## config.mk

```make
export PLATFORM = sky130hd
export DESIGN_NAME = sfa_ctrl
export DESIGN_NICKNAME = d
export VERILOG_FILES = /design/src/rtl/sfa_pkg.sv /design/src/rtl/sfa_ctrl.sv
export VERILOG_INCLUDE_DIRS = /design/src /design/src/rtl
export SDC_FILE = /design/constraint.sdc
export NUM_CORES = 1
export LEC_CHECK = 0
export ABC_AREA = 1
export ABC_CLOCK_PERIOD_IN_PS = 5600
export BUFFER_PORTS_ARGS = -buffer_cell sky130_fd_sc_hd__buf_2
export CAP_MARGIN = 5
export CORE_MARGIN = 2
export CORE_UTILIZATION = 40
export DETAILED_ROUTE_END_ITERATION = 8
export SETUP_SLACK_MARGIN = 0.5
export SYNTH_ARGS = -nofsm -noshare
export SYNTH_HDL_FRONTEND = slang
export SYNTH_SLANG_ARGS = --single-unit
```

## constraint.sdc

```tcl
create_clock -name clk -period 5.6 [get_ports clk]
set_input_delay 0.28 -clock clk [delete_from_list [all_inputs] [get_ports clk]]
set_output_delay 0.28 -clock clk [all_outputs]
set_load 0.05 [all_outputs]
```

## src/rtl/stft_frame_analyzer_unit_macros.svh

```systemverilog
// assertion macros for the stft frame analyzer
// expects signals named clk and rst_n in the enclosing module
`ifndef STFT_FRAME_ANALYZER_UNIT_MACROS_SVH
`define STFT_FRAME_ANALYZER_UNIT_MACROS_SVH

// same-cycle implication, checked outside reset
`define SFA_ASSERT_NOW(lbl, ante, cons) \
  lbl: assert property (@(posedge clk) disable iff (!rst_n) (ante) |-> (cons)) \
    else $error("sfa check failed");

// next-cycle implication, checked outside reset
`define SFA_ASSERT_NEXT(lbl, ante, cons) \
  lbl: assert property (@(posedge clk) disable iff (!rst_n) (ante) |=> (cons)) \
    else $error("sfa check failed");

`endif

```

## src/rtl/sfa_pkg.sv

```systemverilog
// shared types, constants and elaboration-time functions of the stft frame analyzer
// no dependencies
`timescale 1ns / 1ps
`default_nettype none

package sfa_pkg;

  // controller states
  typedef enum logic [3:0] {
    S_IDLE,
    S_WIN_RD,
    S_WIN_WR,
    S_BF_RA,
    S_BF_RB,
    S_BF_MUL,
    S_BF_WA,
    S_BF_WB,
    S_BIN_RD,
    S_BIN_WAIT,
    S_BIN_INIT,
    S_BIN_CALC,
    S_BIN_OUT
  } ctl_state_t;

  // commands from the controller to the datapath
  typedef struct packed {
    logic ring_wr;
    logic win_wr;
    logic bf_hold_a;
    logic bf_mul;
    logic bf_wr_a;
    logic bf_wr_b;
    logic bin_load;
    logic bin_init;
    logic bin_step;
  } dp_cmd_t;

  localparam int        MAG_W       = 22;
  localparam int        PH_W        = 16;
  localparam int        SMP_W       = 16;
  localparam int        WS_W        = 24;
  localparam int        HOP_W       = 7;
  localparam int        CALC_STEPS  = 24;
  localparam int        CORDIC_IT   = 16;
  localparam longint    CORDIC_K    = 652032874;
  localparam logic [MAG_W-1:0] MAG_MAX = '1;
  localparam logic [HOP_W-1:0] HOP_RESET = 7'd16;

  // arctangent of 2^-i in 16-bit turns
  localparam logic [14:0] ATAN_TURNS [CORDIC_IT] = '{
    15'd8192, 15'd4836, 15'd2555, 15'd1297, 15'd651, 15'd326, 15'd163, 15'd81,
    15'd41, 15'd20, 15'd10, 15'd5, 15'd3, 15'd1, 15'd1, 15'd0
  };

  // saturate a butterfly sum to the workspace width
  function automatic logic signed [WS_W-1:0] sat_ws(input logic signed [28:0] v);
    logic signed [28:0] hi;
    logic signed [28:0] lo;
    hi = 29'sd8388607;
    lo = -29'sd8388608;
    if (v > hi) return WS_W'(hi);
    if (v < lo) return WS_W'(lo);
    return WS_W'(v);
  endfunction

  // rotation-mode cordic, cos or sin of a 16-bit turn angle in q1.15
  function automatic logic signed [17:0] cordic_cs(input int ang, input logic want_sin);
    longint z;
    longint x;
    longint y;
    longint xs;
    longint ys;
    longint c;
    longint s;
    logic   neg;
    z   = longint'(ang) & 65535;
    x   = CORDIC_K;
    y   = 0;
    neg = 1'b0;
    if (z >= 32768) z = z - 65536;
    if (z > 16384) begin
      z   = z - 32768;
      neg = 1'b1;
    end else if (z < -16384) begin
      z   = z + 32768;
      neg = 1'b1;
    end
    for (int i = 0; i < CORDIC_IT; i++) begin
      xs = x >>> i;
      ys = y >>> i;
      if (z >= 0) begin
        x = x - ys;
        y = y + xs;
        z = z - longint'(ATAN_TURNS[i]);
      end else begin
        x = x + ys;
        y = y - xs;
        z = z + longint'(ATAN_TURNS[i]);
      end
    end
    c = (x + 16384) >>> 15;
    s = (y + 16384) >>> 15;
    if (neg) begin
      c = -c;
      s = -s;
    end
    return want_sin ? 18'(s) : 18'(c);
  endfunction

  // periodic hann weight from a cosine, unsigned q1.15
  function automatic logic [16:0] hann_from_cos(input logic signed [17:0] c);
    longint cl;
    cl = longint'(c);
    if (cl > 32768) cl = 32768;
    if (cl < -32768) cl = -32768;
    return 17'((32768 - cl) >>> 1);
  endfunction

endpackage

`default_nettype wire

```

## src/rtl/sfa_ctrl.sv

```systemverilog
// controller: frame scheduling, hop register, window, butterfly and bin sequencing
// depends on sfa_pkg and the assertion macro header
`timescale 1ns / 1ps
`default_nettype none

`include "stft_frame_analyzer_unit_macros.svh"

module sfa_ctrl #(
  parameter int NFFT = 64
) (
  input  wire logic                        clk,
  input  wire logic                        rst_n,
  input  wire logic                        in_valid,
  input  wire logic                        in_start_of_signal,
  output logic                             in_ready,
  output logic                             out_valid,
  input  wire logic                        out_ready,
  output logic [5:0]                       out_bin_index,
  output logic                             out_last_bin,
  input  wire logic                        cfg_we,
  input  wire logic [sfa_pkg::HOP_W-1:0]   cfg_wdata,
  output sfa_pkg::dp_cmd_t                 cmd,
  output logic [$clog2(NFFT)-1:0]          ring_waddr,
  output logic [$clog2(NFFT)-1:0]          ring_raddr,
  output logic [$clog2(NFFT)-1:0]          win_idx,
  output logic [$clog2(NFFT)-1:0]          ws_waddr,
  output logic [$clog2(NFFT)-1:0]          ws_raddr,
  output logic [$clog2(NFFT)-1:0]          tw_idx,
  output logic [4:0]                       step
);
  import sfa_pkg::*;

  localparam int AW  = $clog2(NFFT);
  localparam int QW  = AW - 1;
  localparam int SW  = $clog2(AW);
  localparam int SSW = $clog2(NFFT + 1);
  localparam int HCW = ($clog2(NFFT / 4 + 1) > HOP_W) ? $clog2(NFFT / 4 + 1) : HOP_W;

  ctl_state_t      state_r, state_nxt;
  logic [AW-1:0]   n_r, n_nxt;
  logic [SW-1:0]   stg_r, stg_nxt;
  logic [QW-1:0]   q_r, q_nxt;
  logic [AW-1:0]   f_r, f_nxt;
  logic [4:0]      cnt_r, cnt_nxt;
  logic [AW-1:0]   wptr_r, wptr_nxt;
  logic [SSW-1:0]  seen_r, seen_nxt;
  logic [HCW-1:0]  hc_r, hc_nxt;
  logic [HOP_W-1:0] hop_r;

  // hop register
  always_ff @(posedge clk) begin
    if (!rst_n) begin
      hop_r <= HOP_RESET;
    end else if (cfg_we) begin
      hop_r <= cfg_wdata;
    end
  end

  // frame scheduling on an input transfer
  logic            in_xfer;
  logic [SSW-1:0]  seen_base;
  logic [HCW-1:0]  hc_base;
  logic [HCW-1:0]  hc_dec;
  logic [HCW-1:0]  hop_val;
  logic            emit;

  assign in_ready  = (state_r == S_IDLE);
  assign in_xfer   = in_valid && in_ready;
  assign seen_base = in_start_of_signal ? '0 : seen_r;
  assign hc_base   = in_start_of_signal ? '0 : hc_r;
  assign hc_dec    = (hc_base != '0) ? hc_base - HCW'(1) : '0;
  assign hop_val   = (hop_r == '0) ? HCW'(NFFT / 4) : HCW'(hop_r);

  always_comb begin
    emit     = 1'b0;
    seen_nxt = seen_r;
    hc_nxt   = hc_r;
    wptr_nxt = wptr_r;
    if (in_xfer) begin
      wptr_nxt = wptr_r + AW'(1);
      if (seen_base < SSW'(NFFT)) begin
        seen_nxt = seen_base + SSW'(1);
        if (seen_base == SSW'(NFFT - 1)) begin
          emit   = 1'b1;
          hc_nxt = hop_val;
        end else begin
          hc_nxt = hc_base;
        end
      end else begin
        seen_nxt = seen_base;
        if (hc_dec == '0) begin
          emit   = 1'b1;
          hc_nxt = hop_val;
        end else begin
          hc_nxt = hc_dec;
        end
      end
    end
  end

  // butterfly addressing
  logic [AW-1:0] qa;
  logic [AW-1:0] mask;
  logic [AW-1:0] addr_a;
  logic [AW-1:0] addr_b;
  logic [AW-1:0] n_rev;

  assign qa     = AW'(q_r);
  assign mask   = (AW'(1) << stg_r) - AW'(1);
  assign addr_a = ((qa & ~mask) << 1) | (qa & mask);
  assign addr_b = addr_a | (AW'(1) << stg_r);
  assign tw_idx = (qa & mask) << (SW'(AW - 1) - stg_r);

  for (genvar b = 0; b < AW; b++) begin : g_rev
    assign n_rev[b] = n_r[AW-1-b];
  end

  // addresses to the datapath
  assign ring_waddr = wptr_r;
  assign ring_raddr = wptr_r + n_r;
  assign win_idx    = n_r;
  assign step       = cnt_r;
  assign ws_raddr   = (state_r == S_BF_RA) ? addr_a :
                      (state_r == S_BF_RB) ? addr_b : f_r;
  assign ws_waddr   = (state_r == S_WIN_WR) ? n_rev :
                      (state_r == S_BF_WA) ? addr_a : addr_b;

  // result handshake
  assign out_valid     = (state_r == S_BIN_OUT);
  assign out_bin_index = 6'(f_r);
  assign out_last_bin  = (f_r == AW'(NFFT / 2));

  // state and counter registers
  always_ff @(posedge clk) begin
    if (!rst_n) begin
      state_r <= S_IDLE;
      n_r     <= '0;
      stg_r   <= '0;
      q_r     <= '0;
      f_r     <= '0;
      cnt_r   <= '0;
      wptr_r  <= '0;
      seen_r  <= '0;
      hc_r    <= '0;
    end else begin
      state_r <= state_nxt;
      n_r     <= n_nxt;
      stg_r   <= stg_nxt;
      q_r     <= q_nxt;
      f_r     <= f_nxt;
      cnt_r   <= cnt_nxt;
      wptr_r  <= wptr_nxt;
      seen_r  <= seen_nxt;
      hc_r    <= hc_nxt;
    end
  end

  // next state and commands
  always_comb begin
    state_nxt = state_r;
    n_nxt     = n_r;
    stg_nxt   = stg_r;
    q_nxt     = q_r;
    f_nxt     = f_r;
    cnt_nxt   = cnt_r;
    cmd       = '0;
    unique case (state_r)
      S_IDLE: begin
        cmd.ring_wr = in_xfer;
        if (emit) begin
          n_nxt     = '0;
          state_nxt = S_WIN_RD;
        end
      end
      S_WIN_RD: begin
        state_nxt = S_WIN_WR;
      end
      S_WIN_WR: begin
        cmd.win_wr = 1'b1;
        if (n_r == AW'(NFFT - 1)) begin
          stg_nxt   = '0;
          q_nxt     = '0;
          state_nxt = S_BF_RA;
        end else begin
          n_nxt     = n_r + AW'(1);
          state_nxt = S_WIN_RD;
        end
      end
      S_BF_RA: begin
        state_nxt = S_BF_RB;
      end
      S_BF_RB: begin
        cmd.bf_hold_a = 1'b1;
        state_nxt     = S_BF_MUL;
      end
      S_BF_MUL: begin
        cmd.bf_mul = 1'b1;
        state_nxt  = S_BF_WA;
      end
      S_BF_WA: begin
        cmd.bf_wr_a = 1'b1;
        state_nxt   = S_BF_WB;
      end
      S_BF_WB: begin
        cmd.bf_wr_b = 1'b1;
        q_nxt       = q_r + QW'(1);
        state_nxt   = S_BF_RA;
        if (q_r == '1) begin
          if (stg_r == SW'(AW - 1)) begin
            f_nxt     = '0;
            state_nxt = S_BIN_RD;
          end else begin
            stg_nxt = stg_r + SW'(1);
          end
        end
      end
      S_BIN_RD: begin
        state_nxt = S_BIN_WAIT;
      end
      S_BIN_WAIT: begin
        cmd.bin_load = 1'b1;
        state_nxt    = S_BIN_INIT;
      end
      S_BIN_INIT: begin
        cmd.bin_init = 1'b1;
        cnt_nxt      = '0;
        state_nxt    = S_BIN_CALC;
      end
      S_BIN_CALC: begin
        cmd.bin_step = 1'b1;
        cnt_nxt      = cnt_r + 5'd1;
        if (cnt_r == 5'(CALC_STEPS - 1)) begin
          state_nxt = S_BIN_OUT;
        end
      end
      S_BIN_OUT: begin
        if (out_ready) begin
          if (out_last_bin) begin
            state_nxt = S_IDLE;
          end else begin
            f_nxt     = f_r + AW'(1);
            state_nxt = S_BIN_RD;
          end
        end
      end
      default: begin
        state_nxt = S_IDLE;
      end
    endcase
  end

  // checks
  `SFA_ASSERT_NEXT(a_bin_held, out_valid && !out_ready, out_valid && $stable(f_r))
  `SFA_ASSERT_NOW(a_seen_bound, 1'b1, seen_r <= SSW'(NFFT))
  `SFA_ASSERT_NEXT(a_frame_end, out_valid && out_ready && out_last_bin, state_r == S_IDLE)
  `SFA_ASSERT_NOW(a_no_bin_idle, state_r == S_IDLE, !out_valid && f_r <= AW'(NFFT / 2))

endmodule

`default_nettype wire

```

==> results.cfg, run 1 <==
[outcome]
status = completed

[sta]
drv_slew = 0
period_share = 0.5644
setup_violations = 0
min_period_ns = 3.160
skew_ns = 0.01329
finalHoldViolations = 0
worstMarginPinSlew_ns = 0.7901
max_freq_mhz = 316.4
maxSlewHeadroom = 0.4714
rsz0062_at_grt = no
fin_ws_ns = 2.440
fin_setup_tns_ns = 0

[layout]
fill_cells = 995
antenna_cells = 0
final_common_cell = nand2_1
fin_nets = 670
mostFrequentLayoutCells = 101 x nand2_1, 81 x inv_1, 71 x buf_2
area_delta_synth_final_pct = 14.13
drive_gt1_frac = 0.1777
stdcell_count = 765

[placement]
routabilityCongestion = 0.8936
hpwl_um = 7842
pre_cts_slack_ns = 2.852
io_buffer_count = 71
dp_cells = 757

[setup_path]
critical_path_arrival_ns = 2.88
cp-start-kind = flip-flop
critPathLaunch = stg_r[1]$_SDFFE_PN0P_
path_max_fanout = 10
worst-setup-path-type = flip-flop to primary output
cp.required_ns = 5.32
crit_chain = clkinv_1, ha_1, nand2_1, ha_1, inv_1, nor3_1, xnor2_1, nand2_1, o21ai_0, o211ai_1, o21ai_0, buf_2
critical-path-slowest-cell = dfxtp_1
critPathMaxStageDelay_ns = 0.48
worstReg2RegStart = state_r[3]$_SDFFE_PN0P_
critPathCaptureType = primary output

[clocking]
cts-root-buf = clkbuf_8
clkTransAtPathRegs_ns = 0.11
tritoncts.num_buffers = 5
post-cts-setup-buffers = 0
cts-resized-gates = 0
cts_tree = yes
cts_buffer_depth = 2
hold_buffers = 0
clock_latency_ns = 0.32
cts_htree_levels = 2
clock-sinks = 56

[logic_synthesis]
avgSynthCellArea_um2 = 6.738
ys_types = 50
netlist_area_um2 = 3834
async_reset_ff_frac = 0
ys.flop_type = dfxtp_1
synth_edf_count = 0
yosysWarnings = 0
syn_inst = 569
synth_nets = 604
ys_seq_area_frac = 0.2924
yosys_register_bits = 56

[floorplan]
rows = 35
io_pins = 72
coreArea_um2 = 9284
die_y_um = 101.9
start_util = 0.4129
die-area_um2 = 10380
die_w_um = 101.9

[drt]
dr.first_iter.drc_count = 188
drtAntennaViolNets = 0
wl_um = 10150
drcViolationCount = 0
viasPerCell = 5.092
first_pass_iters = 5
vias = 3895
wire_per_inst_um = 13.27

[global_route]
grt_pass1_vias = 3534
grt_max_degree = 29
grt_util_all_layers = 0.2007
grt_pass1_wl_um = 16990
grt_overflow = 0
grt_antenna_before_repair = 0

[flow_run]
cap_violations = 0

[worst_hold_path]
min_path_type = input pin to flip-flop
min-delay-start = cfg_wdata[4]

[pwr]
ir_drop_uv = 106.9
total_leakage_power_nw = 2.018
power_density_nw_per_um2 = 170.4
## synth_stat cells (4+ instances only)
cell	n	area share
o211ai_1	4	0.0078
xnor2_1	5	0.011
inv_1	81	0.079
nor2_1	63	0.062
a21oi_1	44	0.057
nand2_2	4	0.0065
dfxtp_1	56	0.29
a31oi_1	5	0.0082
nor2_2	8	0.013
o21ai_0	53	0.069
nor3_1	11	0.014
xor2_1	6	0.014
inv_2	4	0.0039
ha_1	21	0.069
a211oi_1	8	0.016
nand2_4	7	0.021
clkbuf_1	6	0.0059
nand3_1	26	0.034
a311oi_1	4	0.0091
nand2_1	101	0.099
nand4_1	7	0.011
## metrics by stage
step           area [µm²]    util  hold slack [ns]  power [mW]
5_1_grt              4375  0.4713           0.1829      0.7759
3_5_place_dp         4285  0.4616           0.4485      0.5146
4_1_cts              4375  0.4713           0.1601      0.7527
2_1_floorplan        3834       -           0.4021      0.4951
6_report             4375  0.4713           0.1677      0.7456
3_3_place_gp         4285  0.4616           0.4511      0.5131
## worst max-delay path, delay by kind of cell, from the launching register on
family	cells	cell delay (ns)
AOI/OAI and AO/OA	3	0.37
xor gates and xnor gates	1	0.17
adders and majority gates	2	0.46
buffers and inverters	3	0.64
DFF	1	0.48
and+or+nand+nor	3	0.45
## layout make-up
cell class	count	area [µm²]	share of cell area
Tap cell	129	161.4	0.03689
Clock buffer	8	90.09	0.02059
Inverter	88	332.8	0.07607
Sequential cell	56	1121	0.2562
Timing Repair Buffer	71	355.3	0.08121
Multi-Input combinational cell	413	2315	0.5290
## flip-flops by register name, summed over array words and instances, names as in the netlist, 5 cells and up
signal,count
out_bin_index,6
step,5
hop_r,7
q_r,5
ring_waddr,6
seen_r,7
win_idx,6
hc_r,7
## cell families after synthesis
kind of cell | Yosys count | synth area share
AND/OR/NAND/NOR | 242 | 0.2973
AO/OA/AOI/OAI | 138 | 0.2076
buffers and inverters | 100 | 0.1038
flip-flops | 56 | 0.2924
adder cells (fa/ha/maj) | 22 | 0.07376
XOR/XNOR | 11 | 0.02513
## path summary, 6_finish.rpt
kind                                         endpoint  slack (ns)  cells after the start
worst max-delay path                        tw_idx[4]        2.44                     12
worst min-delay path            hop_r[4]$_SDFFE_PN1P_        0.17                      3
worst max register to register  stg_r[2]$_SDFFE_PN0P_        3.21                     10
worst min register to register  hop_r[4]$_SDFFE_PN1P_        0.47                      2
## layer usage
layer	global-route usage	wire length (µm)
met1	0.2871	5122
met2	0.3209	4452
met3	0.03146	489
met4	0.04205	90
met5	0	0
## power breakdown
| group | internal [mW] | leakage (nW) | switching [mW] |
|---|---|---|---|
| logic | 0.0277 | 1.52 | 0.0615 |
| registers | 0.407 | 0.455 | 0.00897 |
| clock network | 0.102 | 0.0455 | 0.139 |
| total | 0.536 | 2.02 | 0.209 |
Note: power is estimated with default switching activity, not from simulation.
==> run 2, diff against run 1 <==
- ABC_AREA: 1 -> 0
- ABC_CLOCK_PERIOD_IN_PS: 5600 -> 2940
- clock period: 5.6 -> 2.94 ns (I/O delays scaled with it)
==> run 2 against run 1 <==
- register-to-register slack lost 2.7 ns
- sequential share of layout area shrank 2.8 points
- area after synthesis grew 0.88%
- largest cell class unchanged
- critical path type unchanged
- global-route usage grew 0.97 points
- count of clock-buffer cells in the layout shrank 2
- synthesized cell count shrank 9.8%
- critical endpoint unchanged
==> results.cfg, run 2 <==
[setup_path]
cp-start-kind = flip-flop
crit_end = tw_idx[4]
critPathLaunch = stg_r[0]$_SDFFE_PN0P_
timing.rr.end = win_idx[5]$_SDFFE_PN0P_
critPathMaxStageDelay_ns = 0.41
critPathCaptureType = primary output
path_max_fanout = 4
rrSetupSlack_ns = 0.56
cp.required_ns = 2.79
crit_chain = inv_4, ha_4, nor2b_4, inv_2, ha_4, nor2b_4, mux2i_4, nor2b_2, mux2_4, a32oi_2, o22ai_4, buf_6
worstReg2RegStart = hc_r[0]$_SDFFE_PN0P_
worst-setup-path-type = flip-flop to primary output
critical_path_arrival_ns = 2.48
critical-path-slowest-cell = dfxtp_4
worst-r2r-cell-count = 9

[logic_synthesis]
synth.most_common_cell = nor2_1
netlist_top_cells_area = dfxtp_1 29%, ha_1 6.8%, nor2_1 6.2%
synth_top_area_cell = dfxtp_1
async_reset_ff_frac = 0
synth_common_cells = 64 x nor2_1, 56 x dfxtp_1, 51 x nand2_1
ys.flop_type = dfxtp_1
ys_types = 64
yosysWarnings = 0
syn_inst = 513
synth_nets = 548
avgSynthCellArea_um2 = 7.539
synth_edf_count = 0
yosys_register_bits = 56
synth_top_area_frac = 0.2899
netlist_area_um2 = 3867
ys_seq_area_frac = 0.2899

[pwr]
pwr-share-seq = 0.540
power_density_nw_per_um2 = 296.1
total_leakage_power_nw = 2.124
ir_drop_uv = 182.0
intPower_mw = 1.090
power_frac_clock = 0.347
p_comb_frac = 0.114
p_switching_mw = 0.3816
total_power_mw = 1.472
netSwitchingFraction = 0.2593

[global_route]
grt_max_degree = 22
grt_antenna_before_repair = 0
grt_util_all_layers = 0.2105
grt_pass1_vias = 3638
grt_pass1_wl_um = 17860
grt_overflow = 0

[clocking]
clkTransAtPathRegs_ns = 0.10
cts_buffer_depth = 2
clock-sinks = 56
tritoncts.num_buffers = 5
cts_tree = yes
hold_buffers = 0
clock_latency_ns = 0.32
cts-root-buf = clkbuf_8
cts_htree_levels = 2

[drt]
wl_um = 11080
drtAntennaViolNets = 0
vias = 3943
first_pass_iters = 4
viasPerCell = 5.461
dr.first_iter.drc_count = 111
drcViolationCount = 0
wire_per_inst_um = 15.34

[placement]
io_buffer_count = 71
hpwl_um = 8030
dp_cells = 699
routabilityCongestion = 0.9467
pre_cts_slack_ns = 0.2070
placed_cell_area_um2 = 4487

[layout]
mostFrequentLayoutCells = 63 x nor2_1, 61 x buf_2, 51 x dfxtp_1
top_regs = hc_r (7), hop_r (7), seen_r (7)
final_core_util = 0.5328
stdcell_area_um2 = 4970
antenna_cells = 0
fill_cells = 914
area_delta_synth_final_pct = 28.50
fin_nets = 627
stdcell_count = 722
final_common_cell = nor2_1
drive_gt1_frac = 0.2867

[sta]
drv_slew = 0
rsz0062_at_grt = yes
worstMarginPinSlew_ns = 0.7501
skew_ns = 0.006501
finalHoldViolations = 0
max_freq_mhz = 381.3
fin_ws_ns = 0.3172
fin_hold_ws_ns = 0.06133
fin_setup_tns_ns = 0
maxSlewHeadroom = 0.4981
min_period_ns = 2.623
setup_violations = 0
period_share = 0.8921

[flow_run]
cap_violations = 0

[worst_hold_path]
min-delay-start = cfg_wdata[4]
min_path_type = input pin to flip-flop

[floorplan]
rows = 35
die_w_um = 102.3
coreArea_um2 = 9328
io_pins = 72
die-area_um2 = 10470
die_y_um = 102.3
start_util = 0.4146

[outcome]
status = completed
==> run 2: cell families after synthesis <==
family | after synthesis | share of synthesized area
multiplexers | 15 | 0.03914
AND/OR/NAND/NOR | 208 | 0.2669
buffers and inverters | 53 | 0.05500
flip-flops | 56 | 0.2899
AO/OA/AOI/OAI | 142 | 0.2375
adder cells (fa/ha/maj) | 22 | 0.07312
XOR/XNOR | 17 | 0.03850
==> run 2: critical path: cells and delay by family (launching register included) <==
family / cells / cell delay, ns
AO/OA/AOI/OAI: 2 / 0.30
multiplexers: 2 / 0.54
flip-flops: 1 / 0.41
AND/OR/NAND/NOR: 3 / 0.35
buffers and inverters: 3 / 0.27
adder cells (fa/ha/maj): 2 / 0.28
==> run 2: worst min path at each step <==
stage / endpoint / cells after the start / slack (ns)
2_1_floorplan: hop_r[4]$_SDFFE_PN1P_ / 2 / 0.28
3_3_place_gp: hop_r[4]$_SDFFE_PN1P_ / 3 / 0.38
3_5_place_dp: hop_r[4]$_SDFFE_PN1P_ / 3 / 0.39
4_1_cts: hop_r[4]$_SDFFE_PN1P_ / 3 / 0.05
5_1_grt: hop_r[4]$_SDFFE_PN1P_ / 3 / 0.04
6_report: hop_r[4]$_SDFFE_PN1P_ / 3 / 0.06
==> run 2: what timing repair did <==
action	CTS	global route
pin swaps	8	11
gates cloned	0	0
buffers inserted	11	4
endpoints found under the setup margin	21	28
resized for setup	44	28
==> run 2: power by group through the flow <==
| stage | Combinational [mW] | Clock, mW | Sequential (mW) |
|---|---|---|---|
| 2_1_floorplan | 0.113 | 0 | 0.815 |
| 3_3_place_gp | 0.151 | 0 | 0.813 |
| 3_5_place_dp | 0.154 | 0 | 0.814 |
| 4_1_cts | 0.161 | 0.530 | 0.794 |
| 5_1_grt | 0.183 | 0.559 | 0.797 |
| 6_report | 0.167 | 0.510 | 0.795 |
==> run 2: layout make-up <==
cell class,count,area [µm²],share of cell area
well taps,129,161.4,0.03248
repair buffers,97,605.6,0.1219
clock inverters,2,35.03,0.007049
clock buffers,6,72.57,0.01460
inverters,28,112.6,0.02266
multi-input cells,404,2850,0.5735
flip-flops and latches,56,1132,0.2278
==> run 2: layer usage <==
layer / vias to the layer above / routed length [µm] / track usage
li1: 1999 / - / -
met1: 1851 / 5253 / 0.2906
met2: 81 / 5326 / 0.3527
met3: 12 / 368 / 0.02257
met4: 0 / 130 / 0.05128
met5: - / 0 / 0
==> run 3, diff against run 2 <==
- RECOVER_POWER: unset -> 50
==> run 3 against run 2 <==
- non-clock buffer count unchanged
- clock power barely moved
- utilization fell by 0.58 points
- fmax is essentially flat
- worst hold slack got worse by 0.00075 ns
- critical path type unchanged
- largest cell class unchanged
- largest power group unchanged
==> results.cfg, run 3 (synthesis results as in run 2) <==
[global_route]
grt_max_degree = 22
grt_use_met1 = 0.2906
grt_antenna_before_repair = 0
use_met2 = 0.3527
busiest_layer = met2
grt_pass1_wl_um = 17860
grt_overflow = 0
grt_pass1_vias = 3638
grt_util_all_layers = 0.2105
grtUsageMet3 = 0.02257

[setup_path]
cp-start-kind = flip-flop
critical_path_arrival_ns = 2.48
cp.required_ns = 2.79
worst-r2r-cell-count = 9
critPathCaptureType = primary output
worst-setup-path-type = flip-flop to primary output
path_max_fanout = 4

[drt]
wire_per_inst_um = 15.38
drcViolationCount = 0
vias = 3931
wl_um = 11100
viasPerCell = 5.445
drtAntennaViolNets = 0
dr.first_iter.drc_count = 109
first_pass_iters = 5

[floorplan]
start_util = 0.4146
io_pins = 72
die-area_um2 = 10470
coreArea_um2 = 9328
rows = 35
die_w_um = 102.3
die_y_um = 102.3

[layout]
multi_input_area_um2 = 2845
mostFrequentLayoutCells = 63 x nor2_1, 51 x dfxtp_1, 50 x nand2_1
final_common_cell = nor2_1
area_delta_synth_final_pct = 27.11
antenna_cells = 0
fin_nets = 627
regArea_um2 = 1132
fill_cells = 927
top_regs = hc_r (7), hop_r (7), seen_r (7)
drive_gt1_frac = 0.2226

[sta]
maxSlewHeadroom = 0.2980
fin_setup_tns_ns = 0
fin_hold_ws_ns = 0.06058
max_freq_mhz = 381.3
finalHoldViolations = 0
min_period_ns = 2.622
skew_ns = 0.005452
setup_violations = 0
worstMarginPinSlew_ns = 1.053
drv_slew = 0
rsz0062_at_grt = yes
period_share = 0.8920

[outcome]
status = completed

[worst_hold_path]
holdPathStages = 3
min_path_type = input pin to flip-flop

[pwr]
ir_drop_uv = 181.3
power_density_nw_per_um2 = 298.8
intPower_mw = 1.088
power_frac_clock = 0.347
netSwitchingFraction = 0.2594
pwr-share-seq = 0.541
total_leakage_power_nw = 1.978
p_switching_mw = 0.3810
p_comb_frac = 0.112

[placement]
routabilityCongestion = 0.9467
hpwl_um = 8030
io_buffer_count = 71

[clocking]
hold_buffers = 0
cts-root-buf = clkbuf_8
clkTransAtPathRegs_ns = 0.10
cts_tree = yes
tritoncts.num_buffers = 5
clock-sinks = 56
clock_latency_ns = 0.32
cts_htree_levels = 2
cts_buffer_depth = 2

[flow_run]
cap_violations = 0
## run 3: changes by cell type in the layout (fill, tap and decap cells not counted), sizes merged
cell	previous run	this run
clkbuf	7	42
buf	96	61
## run 3: timing repair
item,CTS,global route
setup buffers,11,4
pin swaps,8,11
gates resized for setup,44,28
endpoints found under the setup margin,21,28
## run 3: worst max-delay path, cell delays in order (launching register included)
cell	delay, ns
dfxtp_4	0.41
inv_4	0.04
ha_4	0.15
nor2b_4	0.12
inv_2	0.07
ha_4	0.13
nor2b_4	0.16
mux2i_4	0.26
nor2b_2	0.07
mux2_4	0.28
a32oi_2	0.21
o22ai_4	0.09
buf_6	0.16
## run 3: stage by stage
step | power (mW) | utilization | area, µm² | setup slack (ns) | std cells
floorplan | 0.9284 | - | 4011 | 0.4357 | 513
global placement | 0.9644 | 0.4810 | 4487 | 0.2871 | 699
detailed placement | 0.9677 | 0.4810 | 4487 | 0.2070 | 699
CTS | 1.485 | 0.5178 | 4830 | 0.3101 | 718
global route | 1.537 | 0.5270 | 4916 | 0.2285 | 722
finish | 1.469 | 0.5270 | 4916 | 0.3176 | 722
## run 3: area by class of cell
type,count,share of cell area
multi-input cells,404,0.5788
clock inverters,2,0.007127
clock buffers,6,0.01476
flip-flops and latches,56,0.2303
repair buffers,97,0.1133
well taps,129,0.03283
inverters,28,0.02291
## run 3: path summary, 6_finish.rpt
path | from | to | slack [ns]
worst max register to register | hc_r[0]$_SDFFE_PN0P_ | win_idx[5]$_SDFFE_PN0P_ | 0.56
worst min-delay path | cfg_wdata[4] | hop_r[4]$_SDFFE_PN1P_ | 0.06
worst max-delay path | stg_r[0]$_SDFFE_PN0P_ | tw_idx[4] | 0.32
worst min register to register | step[1]$_SDFFE_PN0P_ | step[1]$_SDFFE_PN0P_ | 0.49
## run 3: layer usage
| layer | vias to the layer above | wire (µm) |
|---|---|---|
| met1 | 1851 | 5273 |
| li1 | 1995 | - |
| met5 | - | 0 |
| met4 | 0 | 130 |
| met2 | 73 | 5351 |
| met3 | 12 | 346 |
## run 3: power by group through the flow
stage	logic, mW	clock network, mW	registers (mW)
floorplan	0.113	0	0.815
global placement	0.151	0	0.813
detailed placement	0.154	0	0.814
CTS	0.161	0.530	0.794
global route	0.181	0.559	0.797
finish	0.165	0.509	0.795
